## config.mk

```make
export PLATFORM = sky130hd
export DESIGN_NAME = tvms_peak
export DESIGN_NICKNAME = d
export VERILOG_FILES = /design/src/hw/rtl/tvms_pkg.sv /design/src/hw/rtl/tvms_peak.sv
export SDC_FILE = /design/constraint.sdc
export NUM_CORES = 1
export LEC_CHECK = 0
export BUFFER_PORTS_ARGS = -buffer_cell sky130_fd_sc_hd__buf_4
export CORE_MARGIN = 2
export CORE_UTILIZATION = 50
export CTS_BUF_LIST = sky130_fd_sc_hd__clkbuf_2 sky130_fd_sc_hd__clkbuf_4 sky130_fd_sc_hd__clkbuf_8
export CTS_CLUSTER_DIAMETER = 80
export DETAILED_ROUTE_END_ITERATION = 10
export GPL_ROUTABILITY_DRIVEN = 0
export PLACE_DENSITY = 0.84
export SLEW_MARGIN = 30
export SYNTH_ARGS = -nofsm -noshare
export SYNTH_HDL_FRONTEND = slang
export SYNTH_SLANG_ARGS = --single-unit
```

## constraint.sdc

```tcl
create_clock -name clk_i -period 3.2 [get_ports clk_i]
set_clock_uncertainty 0.15 [all_clocks]
set_input_delay 0.48 -clock clk_i [delete_from_list [all_inputs] [get_ports clk_i]]
set_output_delay 0.48 -clock clk_i [all_outputs]
set_load 0.01 [all_outputs]
```

## src/hw/rtl/tvms_pkg.sv

```systemverilog
`default_nettype none

package tvms_pkg;

  // Field widths and counts
  localparam int DISP_WIDTH = 16;
  localparam int NUM_DISP   = 6;
  localparam int NUM_STRESS = 3;
  localparam int MASK_W     = NUM_DISP;
  localparam int OUT_W      = 51;

  // |coefficient row sum| is at most 720, below 2^10
  localparam int STRESS_W = DISP_WIDTH + 10;
  localparam int PROD_W   = 2 * STRESS_W;
  localparam int SUM_W    = PROD_W + 3;

  // Stream packing
  localparam int MASK_LSB   = NUM_DISP * DISP_WIDTH;
  localparam int IN_DATA_W  = ((MASK_LSB + MASK_W + 7) / 8) * 8;
  localparam int OUT_DATA_W = ((2 * OUT_W + 7) / 8) * 8;
  localparam int OUT_PAD_W  = OUT_DATA_W - 2 * OUT_W;

  // Any |stress| above this pushes the quadratic form past the output range
  localparam longint SAT_LIMIT = longint'(1) << 26;

  localparam logic [OUT_W-1:0] OUT_MAX = '1;

  // Strain-stress matrix, rows s0..s2, columns disp_0..disp_5
  localparam int COEF [NUM_STRESS][NUM_DISP] = '{
    '{-240, -120, 240,  0,  0, 120},
    '{-120, -240, 120,  0,  0, 240},
    '{ -60,  -60,   0, 60, 60,   0}
  };

  typedef logic signed [DISP_WIDTH-1:0] disp_t;
  typedef disp_t [NUM_DISP-1:0]         disp_vec_t;
  typedef logic signed [STRESS_W-1:0]   stress_t;
  typedef stress_t [NUM_STRESS-1:0]     stress_vec_t;
  typedef logic signed [PROD_W-1:0]     prod_t;
  typedef logic signed [SUM_W-1:0]      sum_t;
  typedef logic [OUT_W-1:0]             result_t;

  // Per-stage control travelling alongside the payload
  typedef struct packed {
    logic valid;
    logic last;
  } ctl_t;

endpackage

`default_nettype wire

```

## src/hw/rtl/tvms_peak.sv

```systemverilog
`default_nettype none

module tvms_peak import tvms_pkg::*; (
  input  wire     clk_i,
  input  wire     rst_ni,
  input  wire     en_i,
  input  ctl_t    ctl_i,
  input  result_t q_i,
  output ctl_t    ctl_o,
  output result_t q_o,
  output result_t max_o
);

  ctl_t    ctl_q;
  result_t q_q;
  result_t out_max_q;
  result_t max_q;
  result_t max_d;

  // Running maximum including the current item
  assign max_d = (q_i > max_q) ? q_i : max_q;

  always_ff @(posedge clk_i or negedge rst_ni) begin
    if (!rst_ni) begin
      ctl_q <= '0;
      max_q <= '0;
    end else if (en_i) begin
      ctl_q <= ctl_i;
      if (ctl_i.valid) begin
        // cleared once the last item of a structure has been folded in
        max_q <= ctl_i.last ? '0 : max_d;
      end
    end
  end

  // Output register
  always_ff @(posedge clk_i) begin
    if (en_i) begin
      q_q       <= q_i;
      out_max_q <= max_d;
    end
  end

  assign ctl_o = ctl_q;
  assign q_o   = q_q;
  assign max_o = out_max_q;

endmodule

`default_nettype wire

```

-- Word level (Yosys, flattened, before mapping)
Cells that the tools add are included.
- output and inout bits: 104
- bits in registers: 155
- bits of input ports: 56
- word-level logic and storage cells: 9
- order comparisons: 1
- reductions and logical operators: 1
- muxes and demuxes: 2
- operators by type and width (operator ; count):
    $mux 51 ; 2
    $gt 51x51->1 ; 1
    $reduce_and 2->1 ; 1

-- Logic depth before layout (Yosys ltp)
Gate-level depths: netlist (run 1).
- word-level depth: 3
- depth in mapped cells: 10
- gate-level depth less buffers: 9

-- Worst setup path after synthesis (run 1)
No wires, ideal clock.
- kind: input to register
- from: in q_i[9]
- to: reg out_max_q[10] (netlist: max_o[10]) (data pin)
- path slack: 0.127 ns
- arrival: 2.661 ns
- stages on the path: 9
- setup time: 0.262 ns
- path buffers: 1
- path through: ha_1 > a21oi_1 > nand2_1 > a221o_1 > a2111o_1 > a221oi_4 > nor2_1 > buf_2 > mux2_1
- longest elaborated chain between the ends: 2
- RTL lines (item ; RTL line ; RTL):
    start, declared ; tvms_peak.sv:8 ; input result_t q_i,
    $gt 51x51->1 ; tvms_peak.sv:21 ; assign max_d = (q_i > max_q) ? q_i : max_q;
    $mux 51 ; tvms_peak.sv:21 ;
    net max_d[10] ; tvms_peak.sv:18 ; result_t max_d;
    end signal, assigned ; tvms_peak.sv:40 ; out_max_q <= max_d;
    end, declared ; tvms_peak.sv:16 ; result_t out_max_q;
The timed path passes the listed nets, and every way through them passes these cells.
A chain may end at the register's enable or synchronous reset.

-- Final worst setup path (run 1)
- from: reg max_q[10]
- to: reg out_max_q[28] (netlist: max_o[28]) (data pin)
- longest elaborated chain between the ends: 2
- RTL lines (item ; RTL line ; RTL):
    start, declared ; tvms_peak.sv:17 ; result_t max_q;
    start signal, assigned ; tvms_peak.sv:31 ; max_q <= ctl_i.last ? '0 : max_d;
    $gt 51x51->1 ; tvms_peak.sv:21 ;
    $mux 51 ; tvms_peak.sv:21 ;
    net max_d[28] ; tvms_peak.sv:18 ;
The timed path passes the listed nets, and every way through them passes these cells.

==> flow_metrics.tcl, run 1 <==
set metrics [dict create \
    detailedPlace.worstSlack_ps -122 \
    endpoint_kind "flip-flop" \
    syn_nets 579 \
    path_class "flip-flop to flip-flop" \
    grt.overflow.total 0 \
    setup_viol 0 \
    synthArstFlopShare_pct 34.2 \
    synth_cell_types 36 \
    dp_hpwl_um 10600 \
    fill_cells 942 \
    wl_um 15000 \
    min-delay-start "q_i[44]" \
    hp-class "primary input to flip-flop" \
    die_y_um 121 \
    p_sw_share_pct 27.7 \
    power_leakage_uw 0.00387 \
    ys.flop_type "edfxtp_1" \
    htreeDepth 4 \
    clk_pin_slew_ps 90 \
    track_usage_pct 21.4 \
    irDropWorstVdd_mv 0.503 \
    powerDensity_mw_per_mm2 586 \
    reg2reg_depth 9 \
    min_to "q_o[44]" \
    nets 761 \
    dieArea_mm2 0.0147 \
    fin_crit_ps 3070 \
    layout_commonest_cell "buf_4" \
    setup_ws_ps 126 \
    rows 42 \
    r2r_start "max_q[10]" \
    worstPathMaxFanout 13 \
    rr_endpoint "max_o[28]" \
    crit_path_start_kind "flip-flop" \
    grt_pass1_wl_um 23900 \
    max_cap_violations 0 \
    p_comb_share_pct 22.8 \
    drtAntennaViolNets 0 \
    avgSynthCellArea_um2 14.6 \
    firstDrtPassIters 4 \
    grt_pass1_vias 4801 \
    synth_seq_area_share_pct 63.7 \
    ios 160 \
    synth_seq_cells 155 \
    slew_headroom_pct 52.1 \
    cts_max_path_buffers 2 \
    vias_per_cell 5.48 \
    fmax_mhz 325 \
    synth_cells 472 \
    synthesis.area_mm2 0.00689 \
    antenna_found_initial 0 \
    period_share_pct 96.1 \
    area_growth_pct 29.1 \
    outcome "complete, no violations" \
    grt_max_degree 69 \
    rsz0062_at_grt "no" \
    worst_ep_required_time_ps 3240 \
    postCtsSetupRepairBufs 0 \
    synth_edf_count 102 \
    wl_per_cell_um 17.8 \
    remaining_drc_errors 0 \
    cts_tree "done" \
    arrival_ps 3110 \
    numPortBuffers 159 \
    drt_iter0_markers 297 \
    antennaDiodeCount 0 \
    layout_common_cells "buf_4, edfxtp_1, inv_1, dfrtp_1, ha_1" \
    finish.utilization_pct 66.7 \
    tightest_slew_ps 719 \
    layout-drive-gt1-share_pct 32.2 \
    initial_utilization_pct 51.6 \
    holdPathStages 1 \
    vias 4617 \
    hold_viol_final 0 \
    yosysWarnings 0 \
    clock_latency_ps 450 \
    seqPwrFrac_pct 49.3 \
    drv_slew 0 \
    p_sw_uw 1440 \
    r2r_setup_slack_ps 130 \
    fp.dieW_um 121 \
    clkSinkCount 155 \
    p_int_uw 3780 \
    coreArea_mm2 0.0133 \
    cts_buffers 17 \
    root_buffer "clkbuf_8" \
    clockPowerShare_pct 27.9 \
]
[state kept, by name, indices dropped and copies added (netlist names)]
name and flops:
ctl_o 2, max_o 51, max_q 51, q_o 51
[worst max-delay path: stages, from the launching register on]
cell      delay, ps
dfrtp_1         380
inv_1            60
ha_1            290
and4_1          230
a221o_1         340
a2111o_1        430
a221oi_4        330
nor2_4          120
buf_12          170
mux2_1          320
[worst max-delay path by stage]
stage / from / endpoint / slack [ps] / cells past startpoint
6_report: max_q[10] / max_o[28] / 130 / 9
4_1_cts: max_q[6] / max_o[16] / 50 / 10
3_3_place_gp: q_i[9] / max_o[11] / -60 / 10
3_5_place_dp: q_i[6] / max_o[21] / -120 / 10
2_1_floorplan: q_i[9] / max_o[10] / 130 / 9
5_1_grt: max_q[10] / max_q[33] / 0.8 / 11
[cell type report]
cell class | count | area, um^2 | share of cell area, %
flip-flops and latches | 155 | 4390 | 49.3
multi-input cells | 249 | 2250 | 25.3
repair buffers | 178 | 1440 | 16.2
clock buffers | 19 | 255 | 2.87
well taps | 176 | 220 | 2.47
inverters | 53 | 199 | 2.24
clock inverters | 13 | 143 | 1.60
[per-stage QoR]
step / setup TNS [ps] / hold WS, ps / instances / area [um^2] / power, uW
floorplan: 0 / 34.4 / 472 / 6890 / 3210
global placement: -2890 / 347 / 810 / 8490 / 3740
detailed placement: -5580 / 352 / 810 / 8490 / 3810
CTS: 0 / 47.1 / 843 / 8900 / 5270
global route: 0 / 51.1 / 843 / 8900 / 5490
finish: 0 / 84.5 / 843 / 8900 / 5220
[cell families (layout without fill, tap and decap cells)]
| kind of cell | count (synthesis) | count (layout) | synth area share [%] |
|---|---|---|---|
| flip-flops | 155 | 155 | 63.7 |
| AND/OR/NAND/NOR | 53 | 53 | 4.27 |
| adder cells (fa/ha/maj) | 51 | 51 | 9.26 |
| AO/OA/AOI/OAI | 94 | 94 | 10.6 |
| buffers and inverters | 68 | 263 | 3.88 |
| multiplexers | 51 | 51 | 8.33 |
[timing repair]
action / CTS / global route
hold buffers: 1 / 0
endpoints found under the setup margin: 0 / 50
hold endpoints to repair: 53 / 0
gates resized for setup: 0 / 1
[per-layer routing]
metal | track usage (%) | part of all wire (%)
met1 | 26.6 | 43
met2 | 34.8 | 49
met3 | 6.25 | 5.7
met4 | 9.34 | 2.7
met5 | 0 | 0
[power by group through the flow]
stage	clock, uW	combinational, uW	sequential [uW]
final	1460	1190	2570
after global routing	1580	1310	2600
after CTS	1490	1210	2570
after detailed placement	0	1200	2610
after global placement	0	1140	2600
after floorplan	0	556	2660
[cells in the mapped netlist (3+ instances only)]
cell | number | area, um^2
a21o_1 | 3 | 22.5
a21oi_1 | 19 | 95.1
a22o_1 | 50 | 438
and4_1 | 3 | 26.3
buf_2 | 10 | 50.1
clkbuf_1 | 5 | 18.8
dfrtp_1 | 53 | 1330
edfxtp_1 | 102 | 3060
ha_1 | 51 | 638
inv_1 | 53 | 199
mux2_1 | 50 | 563
nand2_1 | 14 | 52.6
nand3_1 | 7 | 35.0
nand4_1 | 9 | 56.3
nor2_1 | 7 | 26.3
o21ai_0 | 9 | 45.0
(Power assumes the default switching activity.)
==> inputs of run 2 (changes only) <==
Settings changed: BUFFER_PORTS_ARGS -buffer_cell sky130_fd_sc_hd__buf_4 to not set, DONT_BUFFER_PORTS set to 1, PLACE_DENSITY 0.84 to 0.74.
Clock period 3.2 ns to 3.9 ns, I/O delays scaled along.
==> flow_metrics.tcl, run 2 (synthesis gave the netlist of run 1 again) <==
set metrics [dict create \
    outcome "complete, no violations" \
    nets 592 \
    endpoint_kind "flip-flop" \
    p_sw_share_pct 25.4 \
    hold_viol_final 0 \
    cts_max_path_buffers 2 \
    worstPathMaxFanout 32 \
    reg2reg_depth 9 \
    p_comb_share_pct 14.3 \
    antenna_found_initial 0 \
    htreeDepth 4 \
    fp.dieW_um 121 \
    ios 160 \
    tightest_slew_ps 756 \
    vias_per_cell 5.84 \
    period_share_pct 88.8 \
    layout_common_cells "edfxtp_1, inv_1, dfrtp_1, ha_1" \
    grt_pass1_vias 4053 \
    tns_ps 0 \
    arrival_ps 3520 \
    clkSinkCount 155 \
    crit_path_start_kind "flip-flop" \
    grt_max_degree 107 \
    wl_um 14000 \
    numPortBuffers 0 \
    rr_endpoint "max_o[7]" \
    area_growth_pct 10.6 \
    final_cells 674 \
    r2r_start "max_q[49]" \
    initial_utilization_pct 51.6 \
    seqPwrFrac_pct 52.3 \
    clk_pin_slew_ps 80 \
    post_cts_resized 0 \
    die_y_um 121 \
    coreArea_mm2 0.0133 \
    grt_pass1_wl_um 22200 \
    drtAntennaViolNets 0 \
    setup_viol 0 \
    postCtsSetupRepairBufs 0 \
    clockPowerShare_pct 33.3 \
    fin_crit_ps 3460 \
    p_sw_uw 1060 \
    rsz0062_at_grt "no" \
    dp_hpwl_um 9130 \
    layout_commonest_cell "edfxtp_1" \
    grt.overflow.total 0 \
    setup_ws_ps 435 \
    firstDrtPassIters 4 \
    slew_headroom_pct 49.1 \
    dpl_cell_area_mm2 0.00713 \
    track_usage_pct 20.2 \
    post-place-cells 640 \
    power_leakage_uw 0.00308 \
    path_class "flip-flop to flip-flop" \
    max_cap_violations 0 \
    r2r_setup_slack_ps 440 \
    drt_iter0_markers 236 \
    root_buffer "clkbuf_8" \
    p_int_uw 3120 \
    seq_area_mm2 0.00439 \
    layout-drive-gt1-share_pct 9.44 \
    cts_tree "done" \
    multi_input_area_mm2 0.00225 \
    antennaDiodeCount 0 \
    ctsHoldBuffers 2 \
    holdPathStages 0 \
    detailedPlace.worstSlack_ps 204 \
    remaining_drc_errors 0 \
    vias 3936 \
    min-delay-start "q_i[42]" \
    clock_latency_ps 460 \
    rows 42 \
    drv_slew 0 \
    hp-class "primary input to flip-flop" \
    cts_buffers 17 \
    fmax_mhz 289 \
    worst_ep_required_time_ps 3950 \
    fin_area_mm2 0.00763 \
    fill_cells 1039 \
    powerDensity_mw_per_mm2 549 \
    min_to "q_o[42]" \
    dieArea_mm2 0.0147 \
    irDropWorstVdd_mv 0.229 \
    wl_per_cell_um 20.8 \
]
## run 2: cell count changes in the layout (fill, tap and decap cells not counted), sizes merged
cell	before	now
inv	55	53
buf	177	8
clkinv	5	3
clkinvlp	4	0
bufinv	2	5
clkbuf	19	24
## run 2: power groups by stage
stage	Combinational [uW]	Clock [uW]	Sequential (uW)
finish	599	1400	2190
global route	684	1490	2220
CTS	609	1420	2190
detailed placement	583	0	2230
global placement	556	0	2220
floorplan	456	0	2180
## run 2: worst max-delay path: stages (launching register included)
cell and delay [ps]:
dfrtp_1 370, inv_1 50, ha_1 320, nand4_1 240, nor4_2 480, and2_1 230, a221oi_4 110, nor2_4 570
buf_12 320, mux2_1 360
## run 2: worst max-delay path by stage
stage | start | slack, ps | end
floorplan | q_i[9] | 720 | max_o[10]
global placement | q_i[6] | 340 | max_o[49]
detailed placement | q_i[49] | 200 | max_o[7]
CTS | max_q[49] | 350 | max_o[7]
global route | max_q[49] | 170 | max_o[7]
finish | max_q[49] | 440 | max_o[7]
## run 2: layout make-up
class,instances,area share [%]
clock inverters,8,2.21
repair buffers,9,1.35
well taps,176,2.89
inverters,53,2.61
clock buffers,24,3.84
multi-input cells,249,29.6
flip-flops and latches,155,57.5
## run 2: per-stage QoR
| stage | util, % | hold WS (ps) | power (uW) |
|---|---|---|---|
| after global routing | 57.1 | 22.8 | 4390 |
| final | 57.1 | 63.3 | 4190 |
| after CTS | 57.1 | 30.7 | 4230 |
| after global placement | 53.4 | 143 | 2780 |
| after detailed placement | 53.4 | 142 | 2810 |
| after floorplan | - | 139 | 2640 |
## run 2: layer usage
layer	vias up	wire length, um	global-route usage (%)
met5	-	0	0
met4	0	237	8.33
met3	16	1030	7.94
met2	142	6850	31.4
met1	1969	5940	25.2
li1	1809	-	-
