File: src/hw/rtl/tvms_pkg.sv
`default_nettype none

package tvms_pkg;

  // Field widths and counts
  localparam int DISP_WIDTH = 16;
  localparam int NUM_DISP   = 6;
  localparam int NUM_STRESS = 3;
  localparam int MASK_W     = NUM_DISP;
  localparam int OUT_W      = 51;

  // |coefficient row sum| is at most 720, below 2^10
  localparam int STRESS_W = DISP_WIDTH + 10;
  localparam int PROD_W   = 2 * STRESS_W;
  localparam int SUM_W    = PROD_W + 3;

  // Stream packing
  localparam int MASK_LSB   = NUM_DISP * DISP_WIDTH;
  localparam int IN_DATA_W  = ((MASK_LSB + MASK_W + 7) / 8) * 8;
  localparam int OUT_DATA_W = ((2 * OUT_W + 7) / 8) * 8;
  localparam int OUT_PAD_W  = OUT_DATA_W - 2 * OUT_W;

  // Any |stress| above this pushes the quadratic form past the output range
  localparam longint SAT_LIMIT = longint'(1) << 26;

  localparam logic [OUT_W-1:0] OUT_MAX = '1;

  // Strain-stress matrix, rows s0..s2, columns disp_0..disp_5
  localparam int COEF [NUM_STRESS][NUM_DISP] = '{
    '{-240, -120, 240,  0,  0, 120},
    '{-120, -240, 120,  0,  0, 240},
    '{ -60,  -60,   0, 60, 60,   0}
  };

  typedef logic signed [DISP_WIDTH-1:0] disp_t;
  typedef disp_t [NUM_DISP-1:0]         disp_vec_t;
  typedef logic signed [STRESS_W-1:0]   stress_t;
  typedef stress_t [NUM_STRESS-1:0]     stress_vec_t;
  typedef logic signed [PROD_W-1:0]     prod_t;
  typedef logic signed [SUM_W-1:0]      sum_t;
  typedef logic [OUT_W-1:0]             result_t;

  // Per-stage control travelling alongside the payload
  typedef struct packed {
    logic valid;
    logic last;
  } ctl_t;

endpackage

`default_nettype wire

File: src/hw/rtl/tvms_stress.sv
`default_nettype none

module tvms_stress import tvms_pkg::*; (
  input  wire         clk_i,
  input  wire         rst_ni,
  input  wire         en_i,
  input  ctl_t        ctl_i,
  input  disp_vec_t   disp_i,
  output ctl_t        ctl_o,
  output stress_vec_t stress_o
);

  ctl_t        ctl_q;
  stress_vec_t stress_q;
  stress_vec_t stress_d;

  // Matrix-vector product against the constant coefficients
  always_comb begin
    stress_t acc;
    for (int i = 0; i < NUM_STRESS; i++) begin
      acc = '0;
      for (int j = 0; j < NUM_DISP; j++) begin
        acc = acc + stress_t'(COEF[i][j]) * stress_t'(disp_i[j]);
      end
      stress_d[i] = acc;
    end
  end

  always_ff @(posedge clk_i or negedge rst_ni) begin
    if (!rst_ni) begin
      ctl_q <= '0;
    end else if (en_i) begin
      ctl_q <= ctl_i;
    end
  end

  always_ff @(posedge clk_i) begin
    if (en_i) begin
      stress_q <= stress_d;
    end
  end

  assign ctl_o    = ctl_q;
  assign stress_o = stress_q;

endmodule

`default_nettype wire

File: config.mk
export PLATFORM = sky130hd
export DESIGN_NAME = tvms_stress
export DESIGN_NICKNAME = d
export VERILOG_FILES = /design/src/hw/rtl/tvms_pkg.sv /design/src/hw/rtl/tvms_stress.sv
export SDC_FILE = /design/constraint.sdc
export NUM_CORES = 1
export LEC_CHECK = 0
export ABC_AREA = 1
export BUFFER_PORTS_ARGS = -buffer_cell sky130_fd_sc_hd__buf_2
export CAP_MARGIN = 20
export CORE_MARGIN = 2
export CORE_UTILIZATION = 45
export DETAILED_ROUTE_END_ITERATION = 12
export GPL_TIMING_DRIVEN = 0
export PLACE_DENSITY = 0.67
export SETUP_SLACK_MARGIN = 0.15
export SKIP_LAST_GASP = 1
export SYNTH_ARGS = -nofsm -noshare
export SYNTH_HDL_FRONTEND = slang
export SYNTH_SLANG_ARGS = --single-unit
File: constraint.sdc
create_clock -name clk_i -period 1.1 [get_ports clk_i]
set_clock_uncertainty 0.15 [all_clocks]
set_input_delay 0.22 -clock clk_i [delete_from_list [all_inputs] [get_ports clk_i]]
set_output_delay 0.22 -clock clk_i [all_outputs]
set_load 0.02 [all_outputs]
# Word-level counts from Yosys, hierarchy flattened
# Cells that the tools add are included.
# word_totals
reg_bits	80
input_bits	101
word_cells	26
# op_classes
add_sub_neg	9
n_mul	12
# ops
operator	n
$mul 5x16->21 const A	12
$add 26x24->26	2
$add 26x25->26	2
$add 24x25->26	1
$add 25x23->26	1
$add 25x24->26	1
$add 24x23->25	1
$add 23x23->24	1

# Longest topological paths before layout
# Gate-level depths: netlist of run 1.
# depth
depth_word	4
depth_mapped	33
depth_no_buf	33

# Worst setup path before layout of run 1
# No wires, ideal clock.
# synth_timing
path_kind	input to register
start	input port disp_i[64] (netlist name)
end	register stress_q, in the netlist stress_o[77], data pin
setup_ns	0.260
arrival_time_ns	5.213
slack_ns	-4.523
cell_stages	32
path_cell_list	ha_1 -> ha_1 -> xnor2_1 -> inv_1 -> ha_1 -> or2_2 -> ha_1 -> a21oi_1 -> o21ai_2 -> nand2_1 -> nand2_1 -> nand2_1 -> nand2_2 -> nand2_2 -> nand2_4 -> a21oi_2 -> or2_1 -> nand3_1 -> nand2_1 -> inv_1 -> fa_1 -> inv_1 -> fa_1 -> inv_1 -> ha_1 -> nand2_1 -> nor4_1 -> nand3_1 -> nand3_1 -> a21oi_1 -> nand3_1 -> o21ai_0
# synth_rtl
element	line_no	text
start, declared	tvms_stress.sv:8	input disp_vec_t disp_i,
end signal, assigned	tvms_stress.sv:39	stress_q <= stress_d;
end, declared	tvms_stress.sv:14	stress_vec_t stress_q;

==> results of run 1 <==
[state kept, by name (all words and copies together) (netlist names)]
name      cells
stress_o     70
ctl_o         2
[layer usage]
layer  part of all wire (%)  global-route usage (%)  vias up
li1                       -                       -     7335
met1                     43                    31.6     7389
met2                     50                    39.8      399
met3                    5.5                    3.83       72
met4                    2.0                    6.47        6
met5                  0.075                       0        -
[stage by stage]
stage,setup TNS [ns],area [um2],cells,setup slack (ns)
detailed placement,-291.04,20900,2810,-5.18
global route,-259.74,25000,2986,-4.56
floorplan,-222.09,19400,2112,-4.18
global placement,-342.28,20900,2809,-5.18
CTS,-243.63,23600,2922,-4.23
finish,-248.73,25000,2986,-4.42
[cell families after synthesis]
logic type,count (synthesis),synth area share (%)
and+or+nand+nor,435,10.4
DFF,72,11.9
other,1,0.0207
buffers and inverters,565,11.9
AOI/OAI and AO/OA,321,10.5
adders and majority gates,535,46.8
xor gates and xnor gates,174,8.41
muxes,2,0.124
[cell usage after synthesis, types with 8 or more instances]
library cell and n:
inv_1 553, ha_1 297, nand2_1 244, fa_1 238, a21oi_1 152, xor2_1 110
nand3_1 74, edfxtp_1 70, o21ai_0 70, xnor2_1 64, nor2_1 62, o21ai_2 18
nor3_1 16, nand4_1 15, a31oi_1 13, a21o_1 10, buf_4 9, o21bai_1 9
o31ai_1 8
[final timing paths]
check	startpoint	endpoint
worst max register to register	ctl_o[0]$_DFFE_PN0P_	ctl_o[0]$_DFFE_PN0P_
worst min register to register	ctl_o[1]$_DFFE_PN0P_	ctl_o[1]$_DFFE_PN0P_
worst max-delay path	disp_i[81]	stress_o[24]$_DFFE_PP_
max in group asynchronous	rst_ni	ctl_o[1]$_DFFE_PN0P_
min in group asynchronous	rst_ni	ctl_o[0]$_DFFE_PN0P_
worst min-delay path	ctl_i[1]	ctl_o[1]$_DFFE_PN0P_
[layout make-up]
type / instances / share of cell area, %
Antenna cell: 3 / 0.0300
Buffer: 9 / 0.270
Clock buffer: 11 / 0.931
Clock inverter: 5 / 0.135
Inverter: 556 / 8.40
Multi-Input combinational cell: 1475 / 68.9
Sequential cell: 72 / 8.62
Tap cell: 525 / 2.63
Timing Repair Buffer: 330 / 10.1
[repair_timing]
action                                 4_1_cts  5_1_grt
setup endpoints to repair                  152      141
resized for setup                          311      210
setup buffers                               94       61
pin swaps                                  140      152
cloned                                       1        0
endpoints found under the hold margin        4        2
==> flow_summary.toml, run 1 <==
[die]
die_h_um = 205
top_level_ports = 181
core_area_um2 = 39700
start_util_pct = 45.6
die_w_um = 205
die_area_um2 = 41900
rows = 73

[detailed_routing]
vias = 15200
antenna_left = 0
first_pass_iters = 6
routed_wl_um = 50900
wl_per_cell_um = 17.0
drt_iter0_drc = 805
routed_via_density = 5.09
drc = 0

[layout]
mostFrequentLayoutCells = "495 x inv_1, 223 x fa_1, 194 x ha_1"
ff_latch_area_um2 = 2150
multiInputGateArea_um2 = 17200
fillers = 3197
layout-drive-gt1-share_pct = 34.4
final_common_cell = "inv_1"
area_delta_synth_final_pct = 38.0
finish.utilization_pct = 62.9
final_nets = 3089

[clock_tree]
clk_pin_slew_ns = 0.07
postCtsHoldBufs = 1
root_buffer = "clkbuf_16"
h-tree-depth = 3
cts_tree = "built"
clock_latency_ns = 0.36
clock_sinks = 72
clock_path_buffers = 2
numCtsBuffers = 9

[setup_path]
rr_worst_depth = 1
r2r_setup_slack_ns = 0.16
crit_path_max_incr_delay_ns = 0.57
crit_type = "in -> reg"
crit_path_top_delay_cell = "fa_2"
path_max_fanout = 4
cp_top_family = "adder cells"
start_kind = "primary input"
cp.depth = 25
worstPathRequired_ns = 1.07
worstPathArrival_ns = 5.49
cp-end-kind = "flip-flop"
cp.buffers_inverters = 3

[flow_run]
maxCapViolCount = 0

[timing]
rsz0062_at_grt = "yes"
setup_viol_count_final = 140
holdWs_ns = -0.0541
tightestPinTransition_ns = 0.712
clock.fmax_mhz = 181
drv_slew = 0
period_needed_ns = 5.52
finalCritPeriodShare_pct = 501
hold_violations = 2
fin_ws_ns = -4.42
relSlewSlack_pct = 52.2

[grt]
grt_start_max_net_pins = 28
grt_pass1_vias = 15400
grtUsageTotal_pct = 23.7
antenna_found_initial = 6
grt_pass1_wl_um = 77200
overflow = 0

[outcome]
violations = "negative hold slack, negative setup slack"
status = "finished with violations"

[place]
gp_congestion = 0.932
dp_hpwl_um = 40300
numPortBuffers = 172

[synthesis]
async_flop_share_pct = 2.78
postSynthCellCount = 2105
ys_seq_area_share_pct = 11.9
synth.distinct_cells = 50
synth_area_per_cell_um2 = 8.61
synth_top_area_cell = "fa_1"
yosysWarnings = 0
synth_ff_type = "edfxtp_1"
netlist_area_um2 = 18100
synth_edf_count = 70
yosys_register_bits = 72
yosysTopAreaCellShare_pct = 26.3
synth_area_leaders = "fa_1 26%, ha_1 21%, edfxtp_1 12%, inv_1 11%, xor2_1 5.3%"

[min_path]
hold_path_depth = 2
hp-class = "in -> reg"
Power of run 1 is left out: the tool's default activity adds up to more than one toggle a clock period on the data nets, which glitch-free logic cannot reach.
==> run 2: changes to the inputs <==
==> constraint.sdc (replaced) <==
create_clock -name clk_i -period 5.45 [get_ports clk_i]
set_clock_uncertainty 0.15 [all_clocks]
set_input_delay 1.09 -clock clk_i [delete_from_list [all_inputs] [get_ports clk_i]]
set_output_delay 1.09 -clock clk_i [all_outputs]
set_load 0.02 [all_outputs]
==> run 2 against run 1 <==
The flow finishes with violations (negative setup slack). Clock-buffer cell count fell by 2. Sequential share of layout area is 0.12 points higher. Design area is 1.5% lower. Worst hold slack better by 0.41 ns.
==> flow_summary.toml, run 2 (synthesized netlist as in run 1, its figures left out) <==
[outcome]
status = "finished with violations"
violations = "negative setup slack"

[clock_tree]
h-tree-depth = 3
root_buffer = "clkbuf_16"
clock_path_buffers = 2
clock_sinks = 72
clk_pin_slew_ns = 0.07
numCtsBuffers = 9
clock_latency_ns = 0.36
cts_tree = "built"

[detailed_routing]
vias = 15000
drc = 0
drt_iter0_drc = 577
wl_per_cell_um = 16.7
routed_via_density = 5.04
routed_wl_um = 49700
antenna_left = 0
first_pass_iters = 5

[grt]
grt_start_max_net_pins = 53
use_met3_pct = 3.17
grt_util_met2_pct = 40.0
overflow = 0
gr-max-usage-layer = "met2"
grt_pass1_wl_um = 77100
grt_pass1_vias = 15200
antenna_found_initial = 3
grt.met1_usage_pct = 31.9
grtUsageTotal_pct = 23.7

[timing]
fin_ws_ns = -0.877
clock.fmax_mhz = 158
relSlewSlack_pct = 50.2
fin_setup_tns_ns = -24.07
rsz0062_at_grt = "yes"
period_needed_ns = 6.33
drv_slew = 0
hold_violations = 0
tightestPinTransition_ns = 0.742
setup_viol_count_final = 47
finalCritPeriodShare_pct = 116

[setup_path]
cp-end-kind = "flip-flop"
crit_type = "in -> reg"
path_max_fanout = 4
start_kind = "primary input"
worstPathRequired_ns = 5.43
worstPathArrival_ns = 6.31
crit_path_max_incr_delay_ns = 0.58
crit_path_top_delay_cell = "fa_2"

[flow_run]
maxCapViolCount = 0

[die]
die_h_um = 205
die_w_um = 205
die_area_um2 = 41900
rows = 73
top_level_ports = 181
core_area_um2 = 39700
start_util_pct = 45.6

[layout]
final_cell_area_um2 = 24600
largest_reg_flops = 70
fillers = 3296
final_common_cell = "inv_1"
mostFrequentLayoutCells = "518 x inv_1, 230 x fa_1, 200 x ha_1"
area_delta_synth_final_pct = 35.9
finish.utilization_pct = 62.0
layout-drive-gt1-share_pct = 32.9
final_nets = 3076

[min_path]
hp-class = "in -> async"

[place]
numPortBuffers = 172
post_dp_cell_area_um2 = 20700
gp_congestion = 0.926
dp_hpwl_um = 40200
run 2: layout make-up:
class / count / area (um2) / area share, %
multi-input cells: 1475 / 17100 / 69.5
repair buffers: 317 / 2220 / 9.01
flip-flops and latches: 72 / 2150 / 8.74
inverters: 556 / 2090 / 8.50
well taps: 525 / 657 / 2.67
clock buffers: 9 / 225 / 0.915
clock inverters: 6 / 85.1 / 0.346
plain buffers: 9 / 67.6 / 0.274
diodes: 2 / 5.00 / 0.0203
run 2: layer usage:
layer  wire length [um]  share of wire, %
met1              22200                45
met4               1140               2.3
met3               2030               4.1
met2              24300                49
met5                 15             0.030
run 2: worst paths after layout:
check                           slack, ns            startpoint                     end  cells past startpoint
worst max-delay path                -0.88            disp_i[82]  stress_o[25]$_DFFE_PP_                     26
worst min-delay path                 0.35                rst_ni    ctl_o[1]$_DFFE_PN0P_                      1
worst max register to register       4.56  ctl_o[1]$_DFFE_PN0P_    ctl_o[1]$_DFFE_PN0P_                      1
worst min register to register       0.36  ctl_o[0]$_DFFE_PN0P_    ctl_o[0]$_DFFE_PN0P_                      1
max in group asynchronous            4.70                rst_ni    ctl_o[0]$_DFFE_PN0P_                      1
min in group clk_i                   0.36  ctl_o[0]$_DFFE_PN0P_    ctl_o[0]$_DFFE_PN0P_                      1
run 2: worst max-delay path: cells and delay by family:
| kind | cells | cell delay (ns) |
|---|---|---|
| simple gates | 9 | 0.88 |
| xor+xnor | 1 | 0.23 |
| fa+ha+maj | 7 | 2.81 |
| buf+inv | 3 | 0.21 |
| compound gates | 6 | 1.09 |
run 2: repair_timing:
item / CTS / global route
gates resized for setup: 258 / 218
setup buffers: 92 / 52
pin swaps: 161 / 140
endpoints found under the setup margin: 54 / 53
hold buffers: 0 / 0
run 2: per-stage QoR:
stage	hold slack, ns	std cells	setup slack [ns]
2_1_floorplan	0.486	2112	-0.704
3_3_place_gp	0.335	2809	-1.71
3_5_place_dp	0.358	2810	-1.70
4_1_cts	0.330	2917	-0.749
5_1_grt	0.339	2969	-1.09
6_report	0.352	2971	-0.877
Power of run 2 is left out for the same reason.
==> run 3: changes to the inputs <==
--- a/config.mk
+++ b/config.mk
@@ -5,14 +5,13 @@
 export SDC_FILE = /design/constraint.sdc
 export NUM_CORES = 1
 export LEC_CHECK = 0
-export ABC_AREA = 1
 export BUFFER_PORTS_ARGS = -buffer_cell sky130_fd_sc_hd__buf_2
 export CAP_MARGIN = 20
 export CORE_MARGIN = 2
 export CORE_UTILIZATION = 45
 export DETAILED_ROUTE_END_ITERATION = 12
 export GPL_TIMING_DRIVEN = 0
-export PLACE_DENSITY = 0.67
+export PLACE_DENSITY = 0.68
 export SETUP_SLACK_MARGIN = 0.15
 export SKIP_LAST_GASP = 1
 export SYNTH_ARGS = -nofsm -noshare
==> run 3 against run 2 <==
The run still ends with negative setup slack left. Non-clock buffer count down 56. Design area fell by 9.8%. Synthesized cell count down 13%. Fmax fell by 7.5%. Final cell count fell by 11%. Die area shrank 3.7%. Area after synthesis decreased by 3.8%. Utilization down 4.2 points. First-iteration DRC count rose by 21%. Clock-buffer cell count is the same. Flip-flop and latch count stayed put.
==> flow_summary.toml, run 3 <==
[timing]
clock.fmax_mhz = 146
tightestPinTransition_ns = 0.941
period_needed_ns = 6.84
fin_ws_ns = -1.39
relSlewSlack_pct = 36.9
drv_slew = 0
rsz0062_at_grt = "yes"
hold_violations = 0
setup_viol_count_final = 43
finalCritPeriodShare_pct = 125

[die]
die_w_um = 201
top_level_ports = 181
core_area_um2 = 38500
die_h_um = 201
start_util_pct = 45.3
die_area_um2 = 40300
rows = 72

[synthesis]
async_flop_share_pct = 2.78
synth_top_area_cell = "fa_1"
ys_seq_area_share_pct = 12.3
yosys_register_bits = 72
synth_compound_area_share_pct = 12.0
synthSimpleGateAreaFrac_pct = 7.51
yosysTopAreaCellShare_pct = 27.3
yosysWarnings = 0
synth_mux_area_share_pct = 0.689
synth.distinct_cells = 68
synth_area_leaders = "fa_1 27%, ha_1 21%, edfxtp_1 12%, inv_1 9.8%, xnor2_1 5.9%"
synth_top_family_by_area = "adder cells"
postSynthCellCount = 1839
synth_area_per_cell_um2 = 9.48
synth_fa_ha_area_share_pct = 48.6
synth_ff_type = "edfxtp_1"
synth_common_cells = "456 x inv_1, 297 x ha_1, 238 x fa_1, 117 x xnor2_1, 95 x a21oi_1"
synth_xor_area_share_pct = 8.58
netlist_area_um2 = 17400
synth_edf_count = 70
yosysMostFrequentCell = "inv_1"

[clock_tree]
root_buffer = "clkbuf_16"
clk_pin_slew_ns = 0.06
clock_path_buffers = 2
clock_latency_ns = 0.36
cts_tree = "built"
clock_sinks = 72
numCtsBuffers = 9
postCtsHoldBufs = 0
h-tree-depth = 3

[setup_path]
worstPathArrival_ns = 6.80
crit_type = "in -> reg"
crit_path_max_incr_delay_ns = 0.56
crit_path_top_delay_cell = "fa_1"
path_max_fanout = 3
cp-end-kind = "flip-flop"
cp.buffers_inverters = 5
cp_top_family = "adder cells"
start_kind = "primary input"
worstPathRequired_ns = 5.41

[layout]
multiInputGateArea_um2 = 15500
layout-drive-gt1-share_pct = 27.9
finish.utilization_pct = 57.7
final_cells = 2650
largest_reg_flops = 70
final_nets = 2754
mostFrequentLayoutCells = "425 x inv_1, 230 x fa_1, 230 x ha_1"
final_common_cell = "inv_1"
fillers = 3236
ff_latch_area_um2 = 2150
area_delta_synth_final_pct = 27.3

[place]
numPortBuffers = 172
gp_congestion = 0.900
placed_cells = 2537
dp_hpwl_um = 34600

[grt]
overflow = 0
antenna_found_initial = 10
grtUsageTotal_pct = 21.4
grt_pass1_wl_um = 69300
grt_start_max_net_pins = 51
grt_pass1_vias = 13800

[outcome]
status = "finished with violations"
violations = "negative setup slack"

[detailed_routing]
routed_wl_um = 42600
vias = 13500
wl_per_cell_um = 16.1
drt_iter0_drc = 699
drc = 0
routed_via_density = 5.08
first_pass_iters = 7
antenna_left = 0

[min_path]
hp-class = "in -> async"

[flow_run]
maxCapViolCount = 0
[run 3: logic make-up after synthesis]
kind of cell / count (synthesis)
fa+ha+maj: 535
buf+inv: 465
compound gates: 316
simple gates: 270
xor+xnor: 170
flops: 72
mux: 10
other cells: 1
[run 3: cell type report]
class,instances,area share [%]
clock buffer,9,1.01
inverter,456,7.76
clock inverter,7,0.564
antenna,9,0.101
buffer,9,0.293
multi-input combinational,1309,69.8
tap,518,2.92
timing repair buffer,261,7.85
sequential,72,9.69
[run 3: worst paths after layout]
kind,start,endpoint,slack [ns],cells past startpoint
max,disp_i[83],stress_o[51]$_DFFE_PP_,-1.39,27
min,rst_ni,ctl_o[0]$_DFFE_PN0P_,0.35,1
max reg2reg,ctl_o[1]$_DFFE_PN0P_,ctl_o[1]$_DFFE_PN0P_,4.55,1
min reg2reg,ctl_o[0]$_DFFE_PN0P_,ctl_o[0]$_DFFE_PN0P_,0.37,1
max in group asynchronous,rst_ni,ctl_o[1]$_DFFE_PN0P_,4.71,1
min in group clk_i,ctl_o[0]$_DFFE_PN0P_,ctl_o[0]$_DFFE_PN0P_,0.37,1
[run 3: timing repair]
item | in CTS | in global routing
resized for setup | 172 | 114
setup buffers | 55 | 33
setup endpoints to repair | 43 | 48
pin swaps | 112 | 92
[run 3: per-layer routing]
metal / routed length, um / GRT usage (%) / vias up
met1: 18700 / 28.3 / 6571
li1: - / - / 6536
met5: 13 / 0 / -
met2: 21100 / 36.6 / 266
met3: 1370 / 2.61 / 77
met4: 1410 / 7.14 / 2
[run 3: through the flow]
step                hold slack, ns  setup slack, ns  instance area, um2  setup TNS [ns]
floorplan                    0.486            -1.21               18200          -29.03
global placement             0.336            -1.92               19700          -53.68
detailed placement           0.351            -2.06               19700          -56.57
CTS                          0.341            -1.27               21400          -30.66
global route                 0.346            -1.57               22200          -43.31
finish                       0.350            -1.39               22200          -35.18
Power of run 3 is left out for the same reason.
